### src/rtl/assert_macros.svh
// assertion macros shared by the transcoder rtl
`ifndef ASSERT_MACROS_SVH
`define ASSERT_MACROS_SVH

`ifndef SYNTHESIS

// checked while out of reset
`define U8_ASSERT(lbl, clk, rst_n, prop) \
    lbl: assert property (@(posedge clk) disable iff (!rst_n) prop) \
        else $error("assertion failed");

// checked at every edge, reset included
`define U8_ASSERT_ALWAYS(lbl, clk, prop) \
    lbl: assert property (@(posedge clk) prop) \
        else $error("assertion failed");

`else

`define U8_ASSERT(lbl, clk, rst_n, prop)
`define U8_ASSERT_ALWAYS(lbl, clk, prop)

`endif

`endif

### src/rtl/u8t16_pkg.sv
// types, constants and lead byte table of the utf-8 transcoder
`default_nettype none

package u8t16_pkg;

    localparam int BYTE_W = 8;
    localparam int CODE_W = 31;
    localparam int LEFT_W = 3;
    localparam int PADDR_W = 3;
    localparam int PDATA_W = 32;

    // register word index
    localparam logic REG_OUTPUT_FORMAT = 1'b0;

    // output_format codes
    localparam logic FMT_UTF16 = 1'b0;
    localparam logic FMT_CODEPOINT = 1'b1;

    localparam logic [BYTE_W-1:0] CONT_TOP_MASK = 8'hC0;
    localparam logic [BYTE_W-1:0] CONT_TOP_CODE = 8'h80;
    localparam logic [CODE_W-1:0] SUPP_BASE = 31'h0001_0000;
    localparam logic [CODE_W-1:0] MAX_CODE = 31'h0010_FFFF;
    localparam logic [5:0] HI_SURR_TAG = 6'b110110;   // 0xd800 >> 10
    localparam logic [5:0] LO_SURR_TAG = 6'b110111;   // 0xdc00 >> 10

    typedef struct packed {
        logic [LEFT_W-1:0] left;   // continuation bytes to follow
        logic [BYTE_W-1:0] mask;   // payload bits of the lead byte
    } t_lead;

    // one finished character as handed to the emitter
    typedef struct packed {
        logic [CODE_W-1:0] code;   // code value, or offset above 0x10000 for a pair
        logic              err;
        logic              last_of_str;
        logic              pair;
    } t_char;

    function automatic t_lead lead_decode(input logic [BYTE_W-1:0] b);
        t_lead r;
        if (b < 8'h80) begin
            r = '{left: 3'd0, mask: 8'h7F};
        end else if (b < 8'hC0) begin
            r = '{left: 3'd0, mask: 8'h00};
        end else if (b < 8'hE0) begin
            r = '{left: 3'd1, mask: 8'h1F};
        end else if (b < 8'hF0) begin
            r = '{left: 3'd2, mask: 8'h0F};
        end else if (b < 8'hF8) begin
            r = '{left: 3'd3, mask: 8'h07};
        end else if (b < 8'hFC) begin
            r = '{left: 3'd4, mask: 8'h03};
        end else if (b < 8'hFE) begin
            r = '{left: 3'd5, mask: 8'h01};
        end else begin
            r = '{left: 3'd0, mask: 8'h00};
        end
        return r;
    endfunction

endpackage

`default_nettype wire

### src/rtl/u8t16_if.sv
// request channels of the transcoder: byte input and code output
`default_nettype none

interface u8t16_in_if;
    import u8t16_pkg::*;
    logic              valid;
    logic              ready;
    logic [BYTE_W-1:0] data_byte;
    logic              buffer_end;

    modport source (output valid, output data_byte, output buffer_end, input ready);
    modport sink (input valid, input data_byte, input buffer_end, output ready);
endinterface

interface u8t16_out_if;
    import u8t16_pkg::*;
    logic              valid;
    logic              ready;
    logic [CODE_W-1:0] code_value;
    logic              is_error;
    logic              is_end;
    logic              last;

    modport source (output valid, output code_value, output is_error, output is_end,
                    output last, input ready);
    modport sink (input valid, input code_value, input is_error, input is_end,
                  input last, output ready);
endinterface

`default_nettype wire

### src/rtl/u8t16_step.sv
// per byte decode: character state and classification of a finished character
`default_nettype none

module u8t16_step (
    input  wire logic             i_clk,
    input  wire logic             i_rst_n,
    input  wire logic             i_accept,
    input  wire logic [7:0]       i_data_byte,
    input  wire logic             i_buffer_end,
    input  wire logic             i_output_format,
    output logic                  o_char_valid,
    output u8t16_pkg::t_char      o_char
);
    import u8t16_pkg::*;

    `include "assert_macros.svh"

    logic [CODE_W-1:0] r_part, n_part;
    logic [LEFT_W-1:0] r_left, n_left;
    logic              r_bad, n_bad;

    t_lead             lead;
    logic              done;
    logic [19:0]       supp_off;

    always_comb begin
        lead = lead_decode(i_data_byte);
        if (r_left == '0) begin
            n_part = {{(CODE_W-BYTE_W){1'b0}}, i_data_byte & lead.mask};
            n_bad = 1'b0;
            n_left = lead.left;
            done = (lead.left == '0);
        end else begin
            if ((i_data_byte & CONT_TOP_MASK) != CONT_TOP_CODE) begin
                n_part = r_part;
                n_bad = 1'b1;
            end else begin
                n_part = {r_part[CODE_W-7:0], i_data_byte[5:0]};
                n_bad = r_bad;
            end
            n_left = r_left - 3'd1;
            done = (n_left == '0);
        end

        // offset above 0x10000 of the finished code point, used for a pair
        supp_off = n_part[19:0] - SUPP_BASE[19:0];

        // classify from the updated state
        o_char = '{code: '0, err: 1'b0, last_of_str: i_buffer_end, pair: 1'b0};
        o_char_valid = i_accept && (done || i_buffer_end);
        if (!done) begin
            o_char.err = 1'b1;   // truncated by end of buffer
        end else if (n_bad) begin
            o_char.err = 1'b1;
        end else if (n_part == '0) begin
            o_char.last_of_str = 1'b1;   // nul or stray continuation
        end else if (i_output_format == FMT_CODEPOINT || n_part < SUPP_BASE) begin
            o_char.code = n_part;
        end else if (n_part > MAX_CODE) begin
            o_char.err = 1'b1;
        end else begin
            o_char.code = {{(CODE_W-20){1'b0}}, supp_off};
            o_char.pair = 1'b1;
        end
    end

    always_ff @(posedge i_clk) begin
        if (!i_rst_n) begin
            r_part <= '0;
            r_left <= '0;
            r_bad  <= 1'b0;
        end else if (i_accept) begin
            if (done || i_buffer_end) begin
                r_part <= '0;
                r_left <= '0;
                r_bad  <= 1'b0;
            end else begin
                r_part <= n_part;
                r_left <= n_left;
                r_bad  <= n_bad;
            end
        end
    end

    `U8_ASSERT(a_left_range, i_clk, i_rst_n, r_left <= 3'd5)
    `U8_ASSERT(a_idle_clear, i_clk, i_rst_n, r_left == '0 |-> r_part == '0 && !r_bad)
    `U8_ASSERT(a_pair_in_range, i_clk, i_rst_n, o_char_valid && o_char.pair |-> !o_char.err && o_char.code[CODE_W-1:20] == '0)

endmodule

`default_nettype wire

### src/rtl/u8t16_emit.sv
// character holding register and output register, splits surrogate pairs
`default_nettype none

module u8t16_emit (
    input  wire logic             i_clk,
    input  wire logic             i_rst_n,
    input  wire logic             i_char_valid,
    input  wire u8t16_pkg::t_char i_char,
    output logic                  o_in_ready,
    u8t16_out_if.source           o_out
);
    import u8t16_pkg::*;

    `include "assert_macros.svh"

    t_char             r_rec;
    logic              r_av;
    logic              r_second;
    logic              r_ov;
    logic [CODE_W-1:0] r_code, n_code;
    logic              r_err, n_err;
    logic              r_end, n_end;
    logic              r_last, n_last;

    logic out_free, a_move, a_done;

    always_comb begin
        out_free = !r_ov || o_out.ready;
        a_move = r_av && out_free;
        a_done = a_move && (!r_rec.pair || r_second);
        o_in_ready = !r_av || a_done;

        n_code = r_rec.code;
        n_err  = r_rec.err;
        n_end  = r_rec.last_of_str;
        n_last = 1'b1;
        if (r_rec.pair) begin
            n_err = 1'b0;
            if (!r_second) begin
                n_code = {{(CODE_W-16){1'b0}}, HI_SURR_TAG, r_rec.code[19:10]};
                n_end  = 1'b0;
                n_last = 1'b0;
            end else begin
                n_code = {{(CODE_W-16){1'b0}}, LO_SURR_TAG, r_rec.code[9:0]};
            end
        end
    end

    always_ff @(posedge i_clk) begin
        if (!i_rst_n) begin
            r_av     <= 1'b0;
            r_second <= 1'b0;
            r_ov     <= 1'b0;
        end else begin
            if (i_char_valid) begin
                r_av <= 1'b1;
            end else if (a_done) begin
                r_av <= 1'b0;
            end
            if (a_done) begin
                r_second <= 1'b0;
            end else if (a_move) begin
                r_second <= 1'b1;
            end
            if (a_move) begin
                r_ov <= 1'b1;
            end else if (o_out.ready) begin
                r_ov <= 1'b0;
            end
        end
    end

    always_ff @(posedge i_clk) begin
        if (i_char_valid) begin
            r_rec <= i_char;
        end
        if (a_move) begin
            r_code <= n_code;
            r_err  <= n_err;
            r_end  <= n_end;
            r_last <= n_last;
        end
    end

    assign o_out.valid      = r_ov;
    assign o_out.code_value = r_code;
    assign o_out.is_error   = r_err;
    assign o_out.is_end     = r_end;
    assign o_out.last       = r_last;

    `U8_ASSERT(a_second_held, i_clk, i_rst_n, r_second |-> r_av && r_rec.pair)
    `U8_ASSERT(a_high_unit_pending, i_clk, i_rst_n, r_ov && !r_last |-> r_av && r_second)
    `U8_ASSERT(a_error_zero, i_clk, i_rst_n, r_ov && r_err |-> r_code == '0)
    `U8_ASSERT_ALWAYS(a_no_overwrite, i_clk, i_char_valid |-> o_in_ready)

endmodule

`default_nettype wire

### src/rtl/utf8_to_utf16_transcoder.sv
// top level of the utf-8 to utf-16 / code point transcoder
//
// usage
//   i_in carries one utf-8 byte per request (data_byte, buffer_end); o_out
//   carries result requests (code_value, is_error, is_end, last). both use
//   valid/ready; a request moves on a clock edge with valid and ready high.
//   output_format sits at byte address 0 of the apb port (0: utf-16 code
//   units, 1: whole code points); write it only while the block is idle.
// flow and throughput
//   a finished character is written to the character register by the edge
//   that takes its last byte, then to the output register when it is free.
//   one byte is taken every cycle while o_out.ready is high; a surrogate
//   pair holds the character register and keeps i_in.ready low until its
//   low unit moves on. bytes inside a character give no result and still go at one per cycle.
// reset
//   synchronous active-low reset clears the character state, both
//   pipeline valids and output_format (utf-16 mode).
// stall
//   with o_out.ready low the output register holds; one more finished
//   character waits in the character register, then i_in.ready drops.
`default_nettype none

module utf8_to_utf16_transcoder (
    input  wire logic                        i_clk,
    input  wire logic                        i_rst_n,
    // apb configuration port
    input  wire logic                        psel,
    input  wire logic                        penable,
    input  wire logic                        pwrite,
    input  wire logic [u8t16_pkg::PADDR_W-1:0] paddr,
    input  wire logic [u8t16_pkg::PDATA_W-1:0] pwdata,
    output logic      [u8t16_pkg::PDATA_W-1:0] prdata,
    output logic                             pready,
    // byte requests in, result requests out
    u8t16_in_if.sink                         i_in,
    u8t16_out_if.source                      o_out
);
    import u8t16_pkg::*;

    logic   r_output_format;
    logic   cfg_wr;
    logic   in_ready;
    logic   accept;
    logic   char_valid;
    t_char  char_rec;

    // apb: zero wait states, word index in paddr[2]
    assign pready = 1'b1;
    assign cfg_wr = psel && penable && pwrite && pready;

    always_comb begin
        prdata = '0;
        unique case (paddr[2])
            REG_OUTPUT_FORMAT: prdata = {{(PDATA_W-1){1'b0}}, r_output_format};
            default:           prdata = '0;
        endcase
    end

    always_ff @(posedge i_clk) begin
        if (!i_rst_n) begin
            r_output_format <= FMT_UTF16;
        end else if (cfg_wr && paddr[2] == REG_OUTPUT_FORMAT) begin
            r_output_format <= pwdata[0];
        end
    end

    // a byte is taken whenever the character register is free or draining
    assign i_in.ready = in_ready;
    assign accept = i_in.valid && in_ready;

    // stage one: lead/continuation decode and character classification
    u8t16_step u_step (
        .i_clk           (i_clk),
        .i_rst_n         (i_rst_n),
        .i_accept        (accept),
        .i_data_byte     (i_in.data_byte),
        .i_buffer_end    (i_in.buffer_end),
        .i_output_format (r_output_format),
        .o_char_valid    (char_valid),
        .o_char          (char_rec)
    );

    // stage two: character register, surrogate split, output register
    u8t16_emit u_emit (
        .i_clk        (i_clk),
        .i_rst_n      (i_rst_n),
        .i_char_valid (char_valid),
        .i_char       (char_rec),
        .o_in_ready   (in_ready),
        .o_out        (o_out)
    );

endmodule

`default_nettype wire

### src/flat_wrapper.sv
// flat-port wrapper written by rule: the top's interface ports become plain ports
module utf8_to_utf16_transcoder_flat import u8t16_pkg::*;
  (i_clk, i_rst_n, psel, penable, pwrite, paddr, pwdata, prdata, pready, i_in_valid, i_in_data_byte, i_in_buffer_end, i_in_ready, o_out_valid, o_out_code_value, o_out_is_error, o_out_is_end, o_out_last, o_out_ready);
  u8t16_in_if i_in_i ();
  u8t16_out_if o_out_i ();
  input  wire logic i_clk;
  input  wire logic i_rst_n;
  input  wire logic psel;
  input  wire logic penable;
  input  wire logic pwrite;
  input  wire logic [u8t16_pkg::PADDR_W-1:0] paddr;
  input  wire logic [u8t16_pkg::PDATA_W-1:0] pwdata;
  output logic      [u8t16_pkg::PDATA_W-1:0] prdata;
  output logic pready;
  input wire logic [$bits(i_in_i.valid)-1:0] i_in_valid;
  input wire logic [$bits(i_in_i.data_byte)-1:0] i_in_data_byte;
  input wire logic [$bits(i_in_i.buffer_end)-1:0] i_in_buffer_end;
  output wire logic [$bits(i_in_i.ready)-1:0] i_in_ready;
  output wire logic [$bits(o_out_i.valid)-1:0] o_out_valid;
  output wire logic [$bits(o_out_i.code_value)-1:0] o_out_code_value;
  output wire logic [$bits(o_out_i.is_error)-1:0] o_out_is_error;
  output wire logic [$bits(o_out_i.is_end)-1:0] o_out_is_end;
  output wire logic [$bits(o_out_i.last)-1:0] o_out_last;
  input wire logic [$bits(o_out_i.ready)-1:0] o_out_ready;
  assign i_in_i.valid = i_in_valid;
  assign i_in_i.data_byte = i_in_data_byte;
  assign i_in_i.buffer_end = i_in_buffer_end;
  assign i_in_ready = i_in_i.ready;
  assign o_out_valid = o_out_i.valid;
  assign o_out_code_value = o_out_i.code_value;
  assign o_out_is_error = o_out_i.is_error;
  assign o_out_is_end = o_out_i.is_end;
  assign o_out_last = o_out_i.last;
  assign o_out_i.ready = o_out_ready;
  utf8_to_utf16_transcoder u_core (.i_clk(i_clk), .i_rst_n(i_rst_n), .psel(psel), .penable(penable), .pwrite(pwrite), .paddr(paddr), .pwdata(pwdata), .prdata(prdata), .pready(pready), .i_in(i_in_i), .o_out(o_out_i));
endmodule
### config.mk
export PLATFORM = sky130hd
export DESIGN_NAME = utf8_to_utf16_transcoder_flat
export DESIGN_NICKNAME = d
export VERILOG_FILES = /design/src/rtl/u8t16_pkg.sv /design/src/rtl/u8t16_if.sv /design/src/rtl/u8t16_step.sv /design/src/rtl/u8t16_emit.sv /design/src/rtl/utf8_to_utf16_transcoder.sv /design/src/flat_wrapper.sv
export VERILOG_INCLUDE_DIRS = /design/src /design/src/rtl
export SDC_FILE = /design/constraint.sdc
export NUM_CORES = 1
export LEC_CHECK = 0
export ABC_CLOCK_PERIOD_IN_PS = 5200
export CAP_MARGIN = 15
export CORE_UTILIZATION = 30
export CTS_CLUSTER_DIAMETER = 150
export CTS_CLUSTER_SIZE = 12
export DETAILED_ROUTE_END_ITERATION = 8
export DONT_BUFFER_PORTS = 1
export SKIP_CTS_REPAIR_TIMING = 1
export SYNTH_ARGS = -nofsm -noshare
export SYNTH_HDL_FRONTEND = slang
export SYNTH_SLANG_ARGS = --single-unit
### constraint.sdc
create_clock -name i_clk -period 5.2 [get_ports i_clk]
set_clock_uncertainty 0.15 [all_clocks]
set_input_delay 0 -clock i_clk [delete_from_list [all_inputs] [get_ports i_clk]]
set_output_delay 0 -clock i_clk [all_outputs]
set_load 0.02 [all_outputs]
==> results of run 1 <==
==> worst max-delay path by stage <==
stage                                       start                       to  cells past startpoint
after floorplan           u_core.u_step.r_left[0]  u_core.u_emit.r_rec[20]                     13
after global placement    u_core.u_step.r_left[0]  u_core.u_emit.r_rec[13]                      9
after detailed placement  u_core.u_step.r_left[0]  u_core.u_emit.r_rec[13]                     10
after CTS                 u_core.u_step.r_left[0]  u_core.u_emit.r_rec[13]                     10
after global routing      u_core.u_step.r_left[0]   u_core.u_emit.r_rec[5]                     10
final                     u_core.u_step.r_left[0]  u_core.u_emit.r_rec[16]                     10
==> worst max-delay path, stage by stage (launching register included) <==
cell and delay [ns]:
dfxtp_1 0.35, inv_1 0.10, ha_1 0.24, nor2b_1 0.22
buf_4 0.22, nand3_1 0.09, o22ai_1 0.39, nand2_1 0.14
o311a_1 0.36, a2111oi_4 0.93, nor4b_1 0.17
==> cells in the final DEF (no fill, tap or decap), types with 4 or more instances in the layout <==
cell | netlist | routed
nor2_1 | 53 | 53
nor3_1 | 24 | 24
a21oi_1 | 31 | 31
nand2_1 | 82 | 82
a211oi_1 | 6 | 6
nand4_1 | 5 | 5
nand3_1 | 12 | 12
ha_1 | 4 | 4
mux2i_1 | 20 | 20
conb_1 | 2 | 32
edfxtp_1 | 68 | 68
or2_2 | 5 | 5
nor2b_1 | 22 | 22
inv_1 | 11 | 11
buf_4 | 34 | 13
o22ai_1 | 4 | 4
clkbuf_16 | 0 | 9
dlygate4sd3_1 | 0 | 20
dfxtp_1 | 39 | 39
o21ai_0 | 10 | 9
a22oi_1 | 22 | 22
nor4_1 | 8 | 8
==> synthesized netlist by cell type, drive strengths merged (5+ instances only) <==
master	count	share of area, %
nand2	82	5.8
edfxtp	68	39
nor2	53	3.8
buf	42	5.8
dfxtp	39	15
a21oi	31	2.9
nor3	26	2.6
a22oi	22	3.1
nor2b	22	2.6
clkbuf	20	1.4
mux2i	20	3.8
nand3	12	1.1
inv	11	0.78
o21ai	10	0.95
nor4	9	1.2
a211oi	6	0.85
nand4	5	0.59
or2	5	0.59
==> cell type report <==
cell class,count,area [um^2],share of cell area (%)
sequential,107,2820,47.2
tap,225,282,4.71
clock buffer,10,229,3.83
multi-input combinational,386,2160,36.1
inverter,11,41.3,0.691
clock inverter,6,114,1.91
timing repair buffer,35,330,5.53
==> layer usage <==
layer,routed length [um],part of all wire (%),track usage [%]
met4,478,4.3,7.62
met3,604,5.4,1.99
met5,0,0,0
met2,5530,49,21.3
met1,4570,41,13.8
==> registers in the layout (all words and copies together), names as in the netlist <==
name	cells
u_core.u_emit.o_out.last	1
u_core.r_output_format	1
u_core.u_emit.r_av	1
u_core.u_emit.o_out.is_error	1
u_core.u_emit.r_rec	34
u_core.u_step.r_bad	1
u_core.u_step.r_left	3
u_core.u_emit.r_second	1
u_core.u_emit.o_out.code_value	31
u_core.u_emit.o_out.valid	1
u_core.u_step.r_part	31
u_core.u_emit.o_out.is_end	1
==> cell families after synthesis <==
group	share of synthesized area (%)
and+or+nand+nor	20.7
DFF	53.4
AOI/OAI and AO/OA	12.7
buffers and inverters	8.02
muxes	4.00
adders and majority gates	0.946
other	0.142
xor gates and xnor gates	0.166
==> power by group through the flow <==
stage,registers (W),clock network [W],logic [W]
after floorplan,0.00103,0,0.000214
after global placement,0.00104,0,0.000234
after detailed placement,0.00104,0,0.000239
after CTS,0.00102,0.000794,0.000240
after global routing,0.00103,0.000820,0.000288
final,0.00102,0.000777,0.000261
==> stage by stage <==
stage	utilization [%]	instance area (um^2)	power (W)	cells	hold WS [ns]
6_report	34.7	5970	0.00206	780	-0.0397
5_1_grt	34.7	5970	0.00214	780	0.0113
4_1_cts	33.3	5740	0.00206	758	-0.394
3_5_place_dp	31.3	5400	0.00128	742	-0.0709
3_3_place_gp	31.3	5390	0.00127	741	-0.0696
2_1_floorplan	-	5400	0.00124	566	-0.0751
==> metrics list, run 1 <==
* Status: finished, violations left
* Violated checks: hold timing
- WHS Path Cells: 4
* Total routing usage reported by global routing: 12.2%
- Of the total power, combinational logic draws about an eighth.
- Clock tree buffer depth: 2
- FP Rows: 48
- Crit Path Class: reg2reg
- Launch point of the worst reg-to-reg path: u_core.u_step.r_left[0]
* Wire length per cell after detailed routing: ~14 um
- CTS buffer count: 9
* Fraction of final layout cells with drive strength greater than 1: between 7 and 8%
* Terminus of the critical flop-to-flop path: u_core.u_emit.r_rec[16]
- In this run the most critical hold path is launched from i_in_data_byte[1].
- Async SR Flop Fraction: 0%
- Number of nets with antenna violations after routing: 0
- The worst hold path terminates at u_core.u_step.r_part[1].
- TritonCTS built the clock tree.
* Crit path arrival time: 3.57 ns
* Pleak: 2.14 nW
- Once detailed placement completed, the half-perimeter wirelength came to about 7.6 mm.
* Setup WS pre-CTS: roughly 1.6 ns
- Peak VDD IR: between 0.15 and 0.2 mV
* Starting Density: 30.7%
- The core region is approximately 0.017 mm^2.
* Element type at the critical path start: flip-flop
- The worst register-to-register path has a setup slack of between 1.5 and 2 ns.
- EDFF count, synth: between 60 and 70
- Max FO, Critical Path: 19
- Port buffering added 0 buffers.
* Largest net degree at the start of global routing: 40
* Final Hold Viols: 2
* Chip height: 135 um
- In the routed design, unresolved DRC markers number 0.
* Peak clock frequency supported by timing: 272 MHz
- Synthesis inferred 107 register bits.
- CTS built an H-tree with a depth of 3.
* Post-Synthesis Cell Area: around 0.0053 mm^2
* Final setup violating endpoints: 0
- Worst reg-to-reg path cell count: 10
* Vias per std cell: slightly above 5
- Clock latency of the later-clocked register in the worst-skew pair: ~0.34 ns
- Worst Hold Class: in2reg
- DRC marker count from the first detailed-route iteration: 233
- The internal portion of the total power is between 0.0015 and 0.002 W.
- RD Place Congestion: between 0.8 and 0.9
- Synthesis-to-layout area growth: 12.9%
- Power spread over the standard cell area amounts to ~340 mW/mm^2.
* Clk Tree Root Cell: clkbuf_16
* Via count of the first global-routing pass: around 3,500
* Setup Total Neg Slack: 0 ns
- STA classifies the critical path endpoint as a flip-flop.
- CTS sink cnt: 107
- The tool flagged a number of max-cap violations equal to 0.
- The first global-routing pass estimated 17.4 mm of wire.
* Full die area: about 0.018 mm^2
- Required time worst endpoint: ~5 ns
- Clock-pin slew was measured on the worst setup and hold paths at about 0.070 ns.
* Final worst setup slack: approximately 1.5 ns
- Dividing the final minimum period by the clock period gives a little over two thirds.
- The share of the Yosys chip area taken by registers is a little over half.
- Leftover overflow at the end of global routing: 0
- The final number of max-transition violations was 0.
- Synthesis produced ~540 cells.
- The synthesized netlist contains 55 unique library cells.
- For this run, the number of Yosys warnings is 0.
- Setup repair after global routing left no endpoint under its margin.
- The analysis attributes to net switching a power of 0.000531 W.
- Top-Level Pins: 120
* Power share of the clock group: a little under two fifths
* Post-layout net count: around 600
- Worst relative slew slack: approximately a third
- The filler cells instantiated in the layout total 1,709.
* Total number of vias: around 4,000
* Synth Area per Inst: 9.87 um^2
- First-pass iteration count of the detailed router: 5
* Sequential share of power: 49.6%
* Switching Fraction: between 20% and 30%
- Top FF cell, synth: edfxtp_1
- Initial antenna violation count: 0
* Die width: 135 um
- Summed over all layers, the routed wires come to ~11 mm.
* Tightest Pin Transition: between 1 and 1.5 ns
- Counting I/O delays and the setup requirement, the final critical path takes 3.68 ns.
- Worst hold margin: -0.0397 ns
* Ant. Diodes: 0
Power figures use the tool's default switching activity.
==> inputs of run 2 (changes only) <==
--- a/config.mk
+++ b/config.mk
@@ -6,7 +6,7 @@
 export SDC_FILE = /design/constraint.sdc
 export NUM_CORES = 1
 export LEC_CHECK = 0
-export ABC_CLOCK_PERIOD_IN_PS = 5200
+export ABC_CLOCK_PERIOD_IN_PS = 3000
 export CAP_MARGIN = 15
 export CORE_UTILIZATION = 30
 export CTS_CLUSTER_DIAMETER = 150
==> constraint.sdc (replaced) <==
create_clock -name i_clk -period 3 [get_ports i_clk]
set_clock_uncertainty 0.15 [all_clocks]
set_input_delay 0 -clock i_clk [delete_from_list [all_inputs] [get_ports i_clk]]
set_output_delay 0 -clock i_clk [all_outputs]
set_load 0.02 [all_outputs]
==> run 2 against run 1 <==
Maximum frequency rose by 25%. Count of clock-buffer cells in the layout unchanged. Design area grew 3.5%. Setup slack worse by 1.5 ns. Utilization rose by 1.2 points. Worst hold slack improved by 0.024 ns. Sequential power grew 74%. Power up 69%. The run still ends with hold timing left. Die area is the same.
==> metrics list, run 2 (synthesized netlist as in run 1, its figures left out) <==
- More flip-flops sit in one register than any other, and that register is u_core.u_emit.r_rec.
- The library cells used most frequently in the layout, excluding fill and tap cells, are nand2_1 (82), edfxtp_1 (68), nor2_1 (52), buf_4 (38), dfxtp_1 (38).
- Power density normalized to cell area: around 560 mW/mm^2
- Count of final max-slew check failures: 0
- The first routing iteration left 238 violations.
* CTS buffer count: 9
- In this run the remaining antenna-violating nets after routing total 0.
- For the pin with the worst max-slew slack, the measured transition is around 0.65 ns.
* Initial antenna violation count: 0
* Placed wire-length estimate: between 8 and 9 mm
* Final standard cell utilization of the core: between 30% and 40%
* Worst relative slew slack: between 50% and 60%
* CTS tree: built
* Final Hold Viols: 5
- Leftover overflow at the end of global routing: 0
- From left edge to right edge, the die measures 135 um.
- Min Clock Period, post-route: 2.93 ns
- Dominant cell type by count on the critical path: buf_4
- Cells with a size suffix above 1 make up approximately 14% of the layout.
- Peak VDD IR: approximately 0.31 mV
- Element type at the critical path start: flip-flop
- 120 I/O pins were placed.
* Master of the slowest instance on the critical path: nor4b_1
- Crit Path Class: reg2reg
* Starting Density: 30.7%
- Dividing the detail-routed via count by the number of cells gives approximately 5.0.
- For the worst setup path, the data arrival time is around 2.9 ns.
* Clock tree buffer depth: 2
- Largest net degree at the start of global routing: 35
* DRC violation count after routing: 0
- Dividing the final minimum period by the clock period gives a little over nine tenths.
* Total of max-cap violations: 0
- Final setup violating endpoints: 0
* Violated checks: hold timing
- For this run, the top clock speed supported by timing is around 340 MHz.
- The region available for standard cell placement spans 0.0172 mm^2.
- Cells along the critical path: inv_1, ha_1, nor2b_2, buf_6, buf_4, nor4_2, o211ai_1, buf_4, nor4_4, a2111oi_4, nor4b_1
* Launch instance of the worst min-delay path: i_in_data_byte[7]
- The first global-routing pass estimated approximately 18 mm of wire.
- The congestion estimate from routability-driven global placement came to approximately 0.82.
- Worst Hold Class: in2reg
* Via count of the first global-routing pass: approximately 3,600
- During placement, the flow inserted port buffers numbering 0.
- Hold Crit Endpoint: u_core.u_step.r_part[6]
- The worst hold path was traced through 5 stages.
* Clk slew on worst S/H paths: about 0.080 ns
- In this run the core area contains 48 standard-cell rows.
- The later pin in the worst-skew pair is clocked with a latency of 0.35 ns.
* Synthesis-to-layout area growth: 16.9%
* Most common cell after layout, fill and taps aside: nand2_1
* Required time worst endpoint: approximately 2.9 ns
- Highest cell delay on the worst timing path: 0.44 ns
* Routed Wire Length: around 12 mm
- In this run the worst path has a maximum fanout of 14.
* CTS sink cnt: ~110
- The endpoint identified for the worst register-to-register timing path is u_core.u_emit.r_rec[16].
* Chip height: 135 um
- Status: finished, violations left
- The first detailed-routing pass took 5 iterations.
* Number of flip-flops under the largest register name: 34
- The startpoint identified for the worst register-to-register timing path is u_core.u_step.r_left[1].
* Pleak: about 2.3 nW
- Across every metal layer, demand over resource in global routing totals about 12%.
- CTS placed an instance of clkbuf_16 at the clock tree root.
- Power, Total: 0.00348 W
- The floorplan step defined a die boundary enclosing approximately 0.018 mm^2.
- Dividing the detail-routed wire length by the instance count gives around 14 um.
- Minimum setup slack among reg-to-reg paths: 0.07 ns
- The final layout contains 630 nets.
* Worst hold margin: -0.0156 ns
* Ant. Diodes: 0
- The H-tree was split into 3 levels.
- Total number of vias: around 4,000
* Setup repair after global routing missed its margin: true
- Crit path capture type: flip-flop
* Worst reg-to-reg path cell count: 11
## run 2: critical path: cells and delay by family (launching register included)
family / cells / cell delay, ns
simple gates: 4 / 1.19
buf+inv: 4 / 0.54
flops: 1 / 0.32
compound gates: 2 / 0.25
fa+ha+maj: 1 / 0.20
## run 2: stage by stage
step                setup TNS [ns]  instances  area (um^2)  worst slack [ns]
floorplan                        0        566         5410           0.00575
global placement                 0        762         5570            0.0191
detailed placement         -0.0681        762         5570           -0.0267
CTS                         -0.394        778         5860           -0.0604
global route                -0.286        805         6180           -0.0533
finish                           0        805         6180            0.0665
## run 2: per-layer routing
layer / vias up / track usage (%) / wire length, um
met5: - / 0 / 0
met4: 0 / 6.43 / 389
met3: 27 / 2.29 / 546
met2: 168 / 21.9 / 5750
met1: 1895 / 14.5 / 4830
li1: 1933 / - / -
## run 2: how the worst max path moves through the flow
stage,start,endpoint,slack [ns],cells past startpoint
after floorplan,u_core.u_step.r_left[0],u_core.u_emit.r_rec[21],0.006,14
after global placement,u_core.u_step.r_left[0],u_core.u_emit.r_rec[24],0.02,11
after detailed placement,u_core.u_step.r_left[0],u_core.u_emit.r_rec[24],-0.03,11
after CTS,u_core.u_step.r_left[0],u_core.u_emit.r_rec[24],-0.06,11
after global routing,u_core.u_step.r_left[1],u_core.u_emit.r_rec[16],-0.05,11
final,u_core.u_step.r_left[1],u_core.u_emit.r_rec[16],0.07,11
## run 2: report_power, final
| group | internal [W] | switching [W] |
|---|---|---|
| clock network | 0.000651 | 0.000527 |
| registers | 0.00168 | 0.0000852 |
| logic | 0.000205 | 0.000333 |
| total | 0.00254 | 0.000946 |
## run 2: layout make-up
class                           count  area, um^2
Multi-Input combinational cell    386        2230
Clock inverter                      6        65.1
Timing Repair Buffer               60         518
Fill cell                        1699       11100
Clock buffer                       10         229
Tap cell                          225         282
Sequential cell                   107        2820
Inverter                           11        41.3
==> inputs of run 3 (changes only) <==
--- a/config.mk
+++ b/config.mk
@@ -6,6 +6,7 @@
 export SDC_FILE = /design/constraint.sdc
 export NUM_CORES = 1
 export LEC_CHECK = 0
+export ABC_AREA = 1
 export ABC_CLOCK_PERIOD_IN_PS = 3000
 export CAP_MARGIN = 15
 export CORE_UTILIZATION = 30
==> run 3 against run 2 <==
The run still ends with hold timing left. Critical path depth grew 4. Via count increased by 3.4%. Utilization is 2.0 points lower. Register-to-register slack better by 0.15 ns. Critical endpoint is now u_core.u_emit.r_rec[11]. Largest cell class unchanged.
==> metrics list, run 3 <==
- Worst reg-to-reg path cell count: 15
- RD Place Congestion: 0.873
- The register with the most flip-flops in the layout has 34 of them.
- Global routing usage on met2: roughly 18%
- Final period utilization: between 90% and 100%
- In the final layout, the share of cells above drive strength 1 is 13.1%.
- Main area contributors after synthesis: edfxtp_1 (35%), dfxtp_1 (14%), nand2_1 (7.9%)
- DRC marker count from the first detailed-route iteration: approximately 330
- Global routing used 16.3% of the available met1 tracks.
* Total of max-cap violations: 0
- In this run the cell area of the synthesized design comes to between 0.005 and 0.006 mm^2.
- Routed Wire Length: 11.8 mm
* Total routing usage reported by global routing: around 12%
- Top-Level Pins: 120
* Terminus of the critical flop-to-flop path: u_core.u_emit.r_rec[11]
* Full die area: around 0.02 mm^2
- Total number of cells along the worst setup path: 15
- Die width: roughly 140 um
- Worst hold margin: -0.102 ns
* CTS sink cnt: between 100 and 150
- Once detail routing completed, the nets flagged for antenna violations numbered 0.
- For the worst-skew pair, the clock arrives at the later sink with an insertion delay of 0.36 ns.
* Count of final max-slew check failures: 0
- The setup path with the least slack is of type in2reg.
- Tightest Pin Transition: approximately 0.55 ns
* Clk slew on worst S/H paths: roughly 0.08 ns
- Launch instance of the worst min-delay path: i_in_data_byte[5]
- Via count of the first global-routing pass: approximately 3,600
* Ys Warns: 0
- In this run, synthesis produced a sequential element count of around 110.
* Ant. Diodes: 0
* Initial antenna violation count: 0
- Total number of vias: 4,159
- Hold Crit Endpoint: u_core.u_step.r_left[2]
- In the final routed layout, each cell accounts on average for between 10 and 15 um.
- Library cell with the largest summed area after synthesis: edfxtp_1
* Peak VDD IR: approximately 0.25 mV
* Kind of cell with the highest combined delay on the critical path: simple AND/OR/NAND/NOR gates
* Cells along the critical path: dlygate4sd3_1, nand2_8, nand2_2, nor2_1, nor2_1, ha_1, nand2_1, nor2_2, nand2_1, nor2_1, nand3_1, nand2_2, clkinvlp_4, nand2_4, nor2_4
* First-pass iteration count of the detailed router: 6
- EDFF count, synth: a little under 70
- Post-layout net count: about 750
- Violated checks: hold timing
* Global-route wire length before repair: between 15 and 20 mm
- The largest individual stage delay along the critical path comes from the cell dlygate4sd3_1.
- Clock tree buffer depth: 2
* Cell with the most instances after synthesis: nand2_1
- GR Util met3: under 10%
- Buf+Inv Stages, Crit Path: 2
- FP Rows: 50
- The most numerous cell type found on the critical path is nor2_1.
* Crit path arrival time: around 2.8 ns
- Port Buf Inserts: 0
* Max FO, Critical Path: 34
* Worst Hold Class: in2reg
- Crit path capture type: flip-flop
- Async SR Flop Fraction: 0%
* Final setup violating endpoints: 0
- u_core.u_emit.r_rec holds more flip-flops than any other register.
* Setup repair after global routing missed its margin: false
- Clk Tree Root Cell: clkbuf_16
- Entering global routing, the biggest net connects between 40 and 50 pins.
- Syn Inst Count: 681
- WHS Path Cells: 4
- Of the post-synthesis cell area, the dominant cell type holds ~35%.
* CTS buffer count: 9
- The netlist uses 35 different library cells.
- On the worst path, the slowest cell contributes a delay of a little over 0.8 ns.
- Min Clock Period, post-route: 2.80 ns
* Power density normalized to cell area: 680 mW/mm^2
- DRC violation count after routing: 0
- Setup slack on the worst reg-to-reg path comes out at between 0.2 and 0.25 ns.
* Highest-count cells in the layout ignoring fill and taps: nand2_1 (121), nor2_1 (119), inv_1 (96), edfxtp_1 (68), nand3_1 (42)
- STA puts the critical path data required time at 2.96 ns.
* Pleak: 2.71 nW
- TritonCTS built the clock tree.
- The number of hold violations in the final report is 5.
- Share of synthesized area occupied by flip-flops and latches: approximately half
- The startpoint identified for the worst register-to-register timing path is u_core.u_step.r_left[0].
- The initial utilization of the core area, before any placement, comes to a little under a third.
- Number of H-tree levels: 3
- In this run the tightest slew margin relative to its limit is about 63%.
- Vias per std cell: 4.45
- After global routing the overflow that remains totals 0.
- Synth Area per Inst: about 8.5 um^2
- Timing would allow up to roughly 360 MHz.
* Critical path origin: i_in_data_byte[7]
* Core Area: about 0.019 mm^2
- Placed wire-length estimate: between 8 and 9 mm
- The layer flagged by global routing as most heavily used is met2.
- The flow ran to the end, but the final reports show violations.
* Top FF cell, synth: edfxtp_1
* Synthesis-to-layout area growth: 10.6%
- STA classifies the critical path startpoint as an input port.
- Most common cell after layout, fill and taps aside: nand2_1
- Most numerous cell types in the synthesized netlist: nand2_1 (121), nor2_1 (120), inv_1 (97)
- Chip height: 141 um
- Summed over all failing endpoints, the final setup total negative slack is 0 ns.
run 3: how the worst max path moves through the flow:
| stage | endpoint | slack [ns] |
|---|---|---|
| finish | u_core.u_emit.r_rec[11] | 0.20 |
| global route | u_core.u_emit.r_rec[12] | 0.006 |
| CTS | u_core.u_emit.r_rec[10] | 0.11 |
| detailed placement | u_core.u_emit.r_rec[10] | 0.13 |
| global placement | u_core.u_emit.r_rec[9] | 0.15 |
| floorplan | u_core.u_step.r_left[2] | 0.18 |
run 3: routing by layer:
| layer | vias up | part of all wire, % | routed length [um] |
|---|---|---|---|
| li1 | 2145 | - | - |
| met1 | 1889 | 49 | 5760 |
| met2 | 111 | 44 | 5220 |
| met3 | 14 | 5.6 | 664 |
| met4 | 0 | 1.6 | 193 |
| met5 | - | 0 | 0 |
run 3: layout make-up:
| cell class | instances | area, um^2 |
|---|---|---|
| fillers | 1950 | 12400 |
| flip-flops and latches | 107 | 2820 |
| multi-input cells | 444 | 2270 |
| inverters | 104 | 397 |
| well taps | 234 | 293 |
| repair buffers | 30 | 272 |
| clock buffers | 9 | 225 |
| clock inverters | 7 | 85.1 |
run 3: kinds of logic after synthesis:
kind of cell               after synthesis  synth area share (%)
and+or+nand+nor                        339                  27.8
other                                    2                 0.130
adders and majority gates                4                 0.870
DFF                                    107                  49.0
AOI/OAI and AO/OA                       67                  7.57
buffers and inverters                  162                  14.5
run 3: worst min-delay path, delay by kind of cell:
| kind | cells | cell delay [ns] |
|---|---|---|
| compound gates | 2 | 0.20 |
| simple gates | 2 | 0.15 |
run 3: report_power, final:
| part | internal [W] | switching, W | leakage, nW |
|---|---|---|---|
| logic | 0.000348 | 0.000837 | 1.59 |
| clock network | 0.000659 | 0.000553 | 0.145 |
| registers | 0.00181 | 0.000124 | 0.975 |
run 3: per-stage QoR:
stage | cell area (um^2) | util, % | instances | setup WS (ns) | power, W
3_5_place_dp | 5810 | 31.0 | 899 | 0.134 | 0.00304
2_1_floorplan | 5880 | - | 711 | 0.185 | 0.00289
6_report | 6370 | 33.9 | 935 | 0.204 | 0.00433
3_3_place_gp | 5810 | 31.0 | 899 | 0.145 | 0.00302
4_1_cts | 6120 | 32.6 | 915 | 0.109 | 0.00425
5_1_grt | 6370 | 33.9 | 935 | 0.00583 | 0.00459
